--- src/hdl/hcft_pkg.sv ---
// shared types, constants and the opcode length table
package hcft_pkg;

    localparam logic [7:0] OPC_LOCO    = 8'hA2;
    localparam logic [7:0] OPC_VERSION = 8'hAA;

    localparam logic [7:0] VER_MAJOR = 8'd7;
    localparam logic [7:0] VER_MINOR = 8'd3;

    localparam logic [2:0] LOCO_LAST_IDX  = 3'd4;
    localparam logic [2:0] REPLY_LAST_IDX = 3'd2;

    localparam logic DEST_BUS  = 1'b0;
    localparam logic DEST_HOST = 1'b1;

    localparam int QUEUE_DEPTH_DEF = 4;

    typedef struct packed {
        logic            is_reply;
        logic [3:0][7:0] ops;
    } t_cmd;

    function automatic logic [2:0] len_of(input logic [7:0] op);
        logic [2:0] len;
        case (op)
            8'h80, 8'h8C, 8'h9E, 8'h9F, 8'hAA:        len = 3'd1;
            8'h9B, 8'h9C, 8'hA7, 8'hB4, 8'hB5:        len = 3'd2;
            8'hA1, 8'hA6, 8'hA9, 8'hB3:               len = 3'd3;
            8'hA0, 8'hA8:                             len = 3'd4;
            8'hA2, 8'hAD, 8'hB0:                      len = 3'd5;
            8'hAE, 8'hAF:                             len = 3'd6;
            default:                                  len = 3'd0;
        endcase
        return len;
    endfunction

endpackage

--- src/hdl/hcft_front.sv ---
// framer: collects command bytes and queues the commands that produce output
module hcft_front (
    input  logic          i_clk,
    input  logic          i_rst_n,
    input  logic          i_valid,
    output logic          o_ready,
    input  logic [7:0]    i_host_byte,
    output logic          o_push,
    output hcft_pkg::t_cmd o_cmd,
    input  logic          i_full
);
    import hcft_pkg::*;

    logic [7:0]      r_opcode;
    logic [2:0]      r_exp_len;
    logic [2:0]      r_count;
    logic [3:0][7:0] r_ops;

    logic [7:0]      n_opcode;
    logic [2:0]      n_exp_len;
    logic [2:0]      n_count;
    logic [3:0][7:0] n_ops;
    logic            accept;
    logic            done;

    assign o_ready = !i_full;
    assign accept  = i_valid && o_ready;

    always_comb begin
        n_opcode  = r_opcode;
        n_exp_len = r_exp_len;
        n_count   = r_count;
        n_ops     = r_ops;
        if (r_exp_len == 3'd0) begin
            n_opcode  = i_host_byte;
            n_exp_len = len_of(i_host_byte);
            n_count   = 3'd1;
        end else begin
            case (r_count)
                3'd1:    n_ops[0] = i_host_byte;
                3'd2:    n_ops[1] = i_host_byte;
                3'd3:    n_ops[2] = i_host_byte;
                3'd4:    n_ops[3] = i_host_byte;
                default: n_ops    = r_ops;
            endcase
            n_count = r_count + 3'd1;
        end
    end

    assign done         = n_count >= n_exp_len;
    assign o_push       = accept && done && (n_opcode == OPC_LOCO || n_opcode == OPC_VERSION);
    assign o_cmd.is_reply = (n_opcode == OPC_VERSION);
    assign o_cmd.ops    = n_ops;

    always_ff @(posedge i_clk) begin
        if (!i_rst_n) begin
            r_opcode  <= '0;
            r_exp_len <= '0;
            r_count   <= '0;
        end else if (accept) begin
            r_opcode <= n_opcode;
            if (done) begin
                r_exp_len <= '0;
                r_count   <= '0;
            end else begin
                r_exp_len <= n_exp_len;
                r_count   <= n_count;
            end
        end
    end

    always_ff @(posedge i_clk) begin
        if (accept) begin
            r_ops <= n_ops;
        end
    end

endmodule

--- src/hdl/hcft_queue.sv ---
// short command queue between framer and emitter
module hcft_queue #(
    parameter int DEPTH = hcft_pkg::QUEUE_DEPTH_DEF
) (
    input  logic           i_clk,
    input  logic           i_rst_n,
    input  logic           i_push,
    input  hcft_pkg::t_cmd i_cmd,
    output logic           o_full,
    input  logic           i_pop,
    output logic           o_empty,
    output hcft_pkg::t_cmd o_cmd
);
    import hcft_pkg::*;

    localparam int PW = (DEPTH > 1) ? $clog2(DEPTH) : 1;
    localparam int CW = $clog2(DEPTH + 1);
    localparam logic [PW-1:0] LAST_PTR = PW'(DEPTH - 1);
    localparam logic [CW-1:0] FULL_CNT = CW'(DEPTH);

    t_cmd          r_mem [DEPTH];
    t_cmd          r_rd_data;
    logic [PW-1:0] r_wr_ptr;
    logic [PW-1:0] r_rd_ptr;
    logic [CW-1:0] r_count;
    logic          do_push;
    logic          do_pop;

    assign o_full  = (r_count == FULL_CNT);
    assign o_empty = (r_count == '0);
    assign do_push = i_push && !o_full;
    assign do_pop  = i_pop && !o_empty;
    assign o_cmd   = r_rd_data;

    // read data is loaded on pop and held until the next pop
    always_ff @(posedge i_clk) begin
        if (do_push) begin
            r_mem[r_wr_ptr] <= i_cmd;
        end
        if (do_pop) begin
            r_rd_data <= r_mem[r_rd_ptr];
        end
    end

    always_ff @(posedge i_clk) begin
        if (!i_rst_n) begin
            r_wr_ptr <= '0;
            r_rd_ptr <= '0;
            r_count  <= '0;
        end else begin
            if (do_push) begin
                r_wr_ptr <= (r_wr_ptr == LAST_PTR) ? '0 : r_wr_ptr + 1'b1;
            end
            if (do_pop) begin
                r_rd_ptr <= (r_rd_ptr == LAST_PTR) ? '0 : r_rd_ptr + 1'b1;
            end
            case ({do_push, do_pop})
                2'b10:   r_count <= r_count + 1'b1;
                2'b01:   r_count <= r_count - 1'b1;
                default: r_count <= r_count;
            endcase
        end
    end

endmodule

--- src/hdl/hcft_back.sv ---
// emitter: expands queued commands into output bytes through an output register
module hcft_back (
    input  logic           i_clk,
    input  logic           i_rst_n,
    input  logic           i_empty,
    input  hcft_pkg::t_cmd i_cmd,
    output logic           o_pop,
    output logic           o_valid,
    input  logic           i_ready,
    output logic [7:0]     o_out_byte,
    output logic           o_destination,
    output logic           o_last_of_run
);
    import hcft_pkg::*;

    logic       r_busy;
    logic [2:0] r_idx;
    logic       r_ov;
    logic [7:0] r_byte;
    logic       r_dest;
    logic       r_last;

    logic       out_free;
    logic       emit;
    logic       is_last;
    logic [2:0] last_idx;
    logic [11:0] addr;
    logic [7:0] c0;
    logic [7:0] c1;
    logic [7:0] n_byte;

    // i_cmd is the queue's read register, stable from one pop to the next
    assign out_free = !r_ov || i_ready;
    assign emit     = r_busy && out_free;
    assign last_idx = i_cmd.is_reply ? REPLY_LAST_IDX : LOCO_LAST_IDX;
    assign is_last  = (r_idx == last_idx);
    assign o_pop    = !i_empty && (!r_busy || (emit && is_last));

    assign addr = {i_cmd.ops[0][3:0], i_cmd.ops[1]};
    assign c0   = {3'b000, addr[11:7]};
    assign c1   = {1'b0, addr[6:0]};

    always_comb begin
        if (i_cmd.is_reply) begin
            n_byte = (r_idx == 3'd0) ? VER_MAJOR : VER_MINOR;
        end else begin
            case (r_idx)
                3'd0:    n_byte = c0;
                3'd1:    n_byte = c1;
                3'd2:    n_byte = i_cmd.ops[2];
                3'd3:    n_byte = i_cmd.ops[3];
                default: n_byte = c0 ^ c1 ^ i_cmd.ops[2] ^ i_cmd.ops[3];
            endcase
        end
    end

    always_ff @(posedge i_clk) begin
        if (!i_rst_n) begin
            r_busy <= 1'b0;
            r_idx  <= '0;
            r_ov   <= 1'b0;
        end else begin
            if (o_pop) begin
                r_busy <= 1'b1;
                r_idx  <= '0;
            end else if (emit) begin
                if (is_last) begin
                    r_busy <= 1'b0;
                end
                r_idx <= r_idx + 3'd1;
            end
            if (emit) begin
                r_ov <= 1'b1;
            end else if (i_ready) begin
                r_ov <= 1'b0;
            end
        end
    end

    always_ff @(posedge i_clk) begin
        if (emit) begin
            r_byte <= n_byte;
            r_dest <= i_cmd.is_reply ? DEST_HOST : DEST_BUS;
            r_last <= is_last;
        end
    end

    assign o_valid       = r_ov;
    assign o_out_byte    = r_byte;
    assign o_destination = r_dest;
    assign o_last_of_run = r_last;

endmodule

--- src/hdl/host_command_framer_translator.sv ---
// host command framer and translator, top level
//
// channel   direction  handshake          payload
// input     in         i_valid / o_ready  i_host_byte
// output    out        o_valid / i_ready  o_out_byte, o_destination, o_last_of_run
//
// one host byte per cycle while the queue has room; a command is queued with its last byte
// output runs one byte per cycle unless stalled: 5 per bus command, 3 per version reply
// the command queue (QUEUE_DEPTH entries) decouples framing from byte emission
// o_ready drops only while the command queue is full
// synchronous active-low reset clears framing state, queue pointers and output valid
module host_command_framer_translator #(
    parameter int QUEUE_DEPTH = hcft_pkg::QUEUE_DEPTH_DEF
) (
    input  logic       i_clk,
    input  logic       i_rst_n,
    input  logic       i_valid,
    output logic       o_ready,
    input  logic [7:0] i_host_byte,
    output logic       o_valid,
    input  logic       i_ready,
    output logic [7:0] o_out_byte,
    output logic       o_destination,
    output logic       o_last_of_run
);
    import hcft_pkg::*;

    logic push;
    logic full;
    logic pop;
    logic empty;
    t_cmd cmd_in;
    t_cmd cmd_out;

    hcft_front u_front (
        .i_clk       (i_clk),
        .i_rst_n     (i_rst_n),
        .i_valid     (i_valid),
        .o_ready     (o_ready),
        .i_host_byte (i_host_byte),
        .o_push      (push),
        .o_cmd       (cmd_in),
        .i_full      (full)
    );

    hcft_queue #(
        .DEPTH (QUEUE_DEPTH)
    ) u_queue (
        .i_clk   (i_clk),
        .i_rst_n (i_rst_n),
        .i_push  (push),
        .i_cmd   (cmd_in),
        .o_full  (full),
        .i_pop   (pop),
        .o_empty (empty),
        .o_cmd   (cmd_out)
    );

    hcft_back u_back (
        .i_clk         (i_clk),
        .i_rst_n       (i_rst_n),
        .i_empty       (empty),
        .i_cmd         (cmd_out),
        .o_pop         (pop),
        .o_valid       (o_valid),
        .i_ready       (i_ready),
        .o_out_byte    (o_out_byte),
        .o_destination (o_destination),
        .o_last_of_run (o_last_of_run)
    );

endmodule

--- config.mk ---
export PLATFORM = sky130hd
export DESIGN_NAME = host_command_framer_translator
export DESIGN_NICKNAME = d
export VERILOG_FILES = /design/src/hdl/hcft_pkg.sv /design/src/hdl/hcft_front.sv /design/src/hdl/hcft_queue.sv /design/src/hdl/hcft_back.sv /design/src/hdl/host_command_framer_translator.sv
export SDC_FILE = /design/constraint.sdc
export NUM_CORES = 1
export LEC_CHECK = 0
export BUFFER_PORTS_ARGS = -buffer_cell sky130_fd_sc_hd__buf_4
export CAP_MARGIN = 20
export CORE_UTILIZATION = 35
export CTS_BUF_LIST = sky130_fd_sc_hd__clkbuf_8
export DETAILED_ROUTE_END_ITERATION = 16
export PLACE_DENSITY_LB_ADDON = 0.15
export SLEW_MARGIN = 25
export SYNTH_ARGS = -nofsm -noshare
export SYNTH_HDL_FRONTEND = slang
export SYNTH_SLANG_ARGS = --single-unit
--- constraint.sdc ---
create_clock -name i_clk -period 8.95 [get_ports i_clk]
set_input_delay 0.4475 -clock i_clk [delete_from_list [all_inputs] [get_ports i_clk]]
set_output_delay 0.4475 -clock i_clk [all_outputs]
set_load 0.02 [all_outputs]
==> results.toml <==
[worst_setup_path]
timing.rr.start = "u_front.r_exp_len[2]$_SDFFE_PN0P_"
startpoint_type = "input pin"
arrival_ps = 4360
path_class = "in -> reg"
endpoint_kind = "register"
path_max_fanout = 9
critPathLaunch = "i_host_byte[6]"
critical_path.max_stage_delay_ps = 510
required_ps = 9380
slowest_stage = "a31oi_1"
crit_chain = "buf_4 > and2b_2 > nor4b_1 > a22oi_1 > a311oi_1 > or2_2 > ha_1 > or2b_2 > a31oi_1 > a211oi_4 > inv_1 > ha_1 > inv_1 > fa_1 > xor2_1 > or3_1 > a21boi_0"

[yosys]
synth_ff_type = "edfxtp_1"
synth.net_count = 549
ys_warn_count = 0
async_flop_share = 0
ys_seq_area_frac = 0.684
syn_area_per_cell_sq_um = 17.0
synth_edf_count = 183
synth_cell_types = 62
ys_ff_latch = 209
synth_cells = 517
syn_area_sq_um = 8800

[route]
drt_pass1_iterations = 5
wl_per_cell_microns = 18.5
drcViolationCount = 0
drt_iter0_markers = 293
vias = 4548
postRouteAntennaNets = 0
totalWireLength_microns = 17000
vias_per_cell = 4.96

[floorplanning]
die_y_microns = 161
core_area_sq_um = 24500
rows = 57
die_w_microns = 161
start_util = 0.360
ios = 24
dieArea_sq_um = 25800

[pwr]
switching_share = 0.255
p_clk_frac = 0.348
ir_drop_mv = 0.0924
seq_power_share = 0.513
leakagePower_nw = 3.31
p_comb_frac = 0.139
internal-power_mw = 1.73
power_density_nw_per_um2 = 233
power.total_mw = 2.32
p_switching_uw = 592

[clock_tree]
cts_buffers = 38
cts_resized = 0
cts_tree = "yes"
cts-htree-levels = 2
clock-sinks = 209
cts_hold_buf = 0
cts.clk_slew.worst_paths_ps = 60
clkLatencyLatePin_ps = 510
root_buffer = "clkbuf_8"
post-cts-setup-buffer-count = 0
clock_path_buffers = 3

[cells_and_area]
fillCellCount = 2224
areaGrowthSynthToFinish_pct = 13.3
register_area_sq_um = 6020
multi_input_area_sq_um = 2580
diodes = 0
drive_gt1_frac = 0.256
fin_nets = 596

[timing]
finalClockSkew_ps = 12.3
setup-tns-final_ps = 0
finalHoldViolCount = 0
setup_violations = 0
fin_crit_ps = 3930
fin_hold_ws_ps = 249
maxSlewHeadroom = 0.417
tightest_slew_ps = 874
clock.fmax_ghz = 0.255
final_max_slew_viol_count = 0
post-route-period-util = 0.439
rsz0062_at_grt = "false"

[outcome]
status = "completed"

[global_routing]
grt_pass1_vias = 4747
grt_max_degree = 34
grt_pass1_wl_microns = 26700
gr-total-overflow = 0
grt_antenna_before_repair = 0
grt_usage = 0.137

[placement]
hpwlAfterDp_microns = 10600
portBuffers = 23
globalplace.congestion = 0.841

[run]
drv_cap = 0

[worst_hold_path]
hp-class = "in -> reg"
hp-start = "i_host_byte[6]"
metrics by stage:
| step | instances | setup slack (ps) | area, sq um | utilization |
|---|---|---|---|---|
| 5_1_grt | 917 | 4670 | 9970 | 0.408 |
| 3_3_place_gp | 848 | 4710 | 9290 | 0.380 |
| 3_5_place_dp | 848 | 4570 | 9290 | 0.380 |
| 2_1_floorplan | 517 | 5060 | 8800 | - |
| 4_1_cts | 917 | 5080 | 9970 | 0.408 |
| 6_report | 917 | 5020 | 9970 | 0.408 |
cell usage after synthesis, drive strengths merged (4+ instances only):
| master | instances | area, sq um |
|---|---|---|
| a21boi | 4 | 30.0 |
| a21oi | 11 | 55.1 |
| a222oi | 7 | 70.1 |
| a22oi | 4 | 30.0 |
| and2 | 7 | 43.8 |
| and3 | 4 | 35.0 |
| buf | 8 | 58.8 |
| clkbuf | 13 | 48.8 |
| dfxtp | 26 | 521 |
| edfxtp | 183 | 5500 |
| ha | 19 | 238 |
| inv | 16 | 60.1 |
| mux2 | 28 | 315 |
| mux2i | 11 | 110 |
| mux4 | 29 | 653 |
| nand2 | 16 | 77.6 |
| nand3 | 5 | 30.0 |
| nor2 | 22 | 82.6 |
| nor2b | 16 | 100 |
| nor3 | 4 | 31.3 |
| nor4b | 4 | 35.0 |
| o21ai | 9 | 45.0 |
| xnor2 | 18 | 158 |
| xor2 | 5 | 43.8 |
layer usage:
metal / GRT usage / vias up / routed length [microns]
met3: 0.0323 / 35 / 877
li1: - / 2122 / -
met1: 0.177 / 2278 / 7710
met4: 0.0502 / 0 / 317
met2: 0.226 / 113 / 8080
met5: 0 / - / 0
worst paths after layout:
| path | slack [ps] | to | cells after the start |
|---|---|---|---|
| worst max register to register | 5290 | u_queue.r_count[2]$_SDFFE_PN0P_ | 13 |
| worst min register to register | 500 | u_front.r_count[2]$_SDFFE_PN0P_ | 2 |
| worst max-delay path | 5020 | u_queue.r_count[2]$_SDFFE_PN0P_ | 17 |
| worst min-delay path | 250 | u_front.r_opcode[6]$_SDFFE_PN0P_ | 3 |
state kept, by name, indices dropped and copies added (netlist names):
name	flops
u_queue.r_wr_ptr	2
u_queue.r_mem	116
u_front.r_opcode	8
u_back.r_busy	1
u_queue.o_cmd	29
u_back.o_out_byte	8
u_queue.r_rd_ptr	2
u_queue.r_count	3
u_back.o_last_of_run	1
u_back.o_destination	1
u_back.r_idx	3
u_front.r_count	3
u_front.r_ops	28
u_front.r_exp_len	3
u_back.o_valid	1
worst max-delay path, delay by kind of cell:
kind                       cells  cell delay, ps
AOI/OAI and AO/OA              5            1320
and+or+nand+nor                5            1330
adders and majority gates      3             800
buffers and inverters          3             290
xor gates and xnor gates       1             160
cells in the final DEF (no fill, tap or decap), drive strengths merged, types with 9 or more instances in the layout:
cell    synthesis  final
dfxtp          26     26
nor2           22     22
a21oi          11     11
o21ai           9      9
nor2b          16     16
nand2          16     16
mux2i          11     11
inv            16     30
buf             8     29
ha             19     19
xnor2          18     18
mux4           29     29
clkbuf         13     39
clkinv          0     14
edfxtp        183    183
mux2           28     28
layout make-up:
type                            instances  area share
Timing Repair Buffer                   29      0.0218
Multi-Input combinational cell        270       0.259
Clock inverter                         30      0.0148
Inverter                               16     0.00602
Sequential cell                       209       0.604
Clock buffer                           39      0.0538
Tap cell                              324      0.0407
logic make-up (layout without fill, tap and decap cells):
family          count (synthesis)  count (layout)  share of synthesized area
compound gates                 58              58                     0.0491
xor+xnor                       23              23                     0.0229
fa+ha+maj                      21              21                     0.0304
buf+inv                        38             114                     0.0227
flops                         209             209                      0.684
mux                            68              68                      0.123
simple gates                  100             100                     0.0688
power by group through the flow:
stage	clock (mW)	combinational [mW]	sequential (mW)
after CTS	0.841	0.333	1.19
final	0.808	0.324	1.19
after global placement	0	0.325	1.21
after detailed placement	0	0.332	1.21
after floorplan	0	0.242	1.20
after global routing	0.884	0.361	1.20
(Power assumes the default switching activity.)
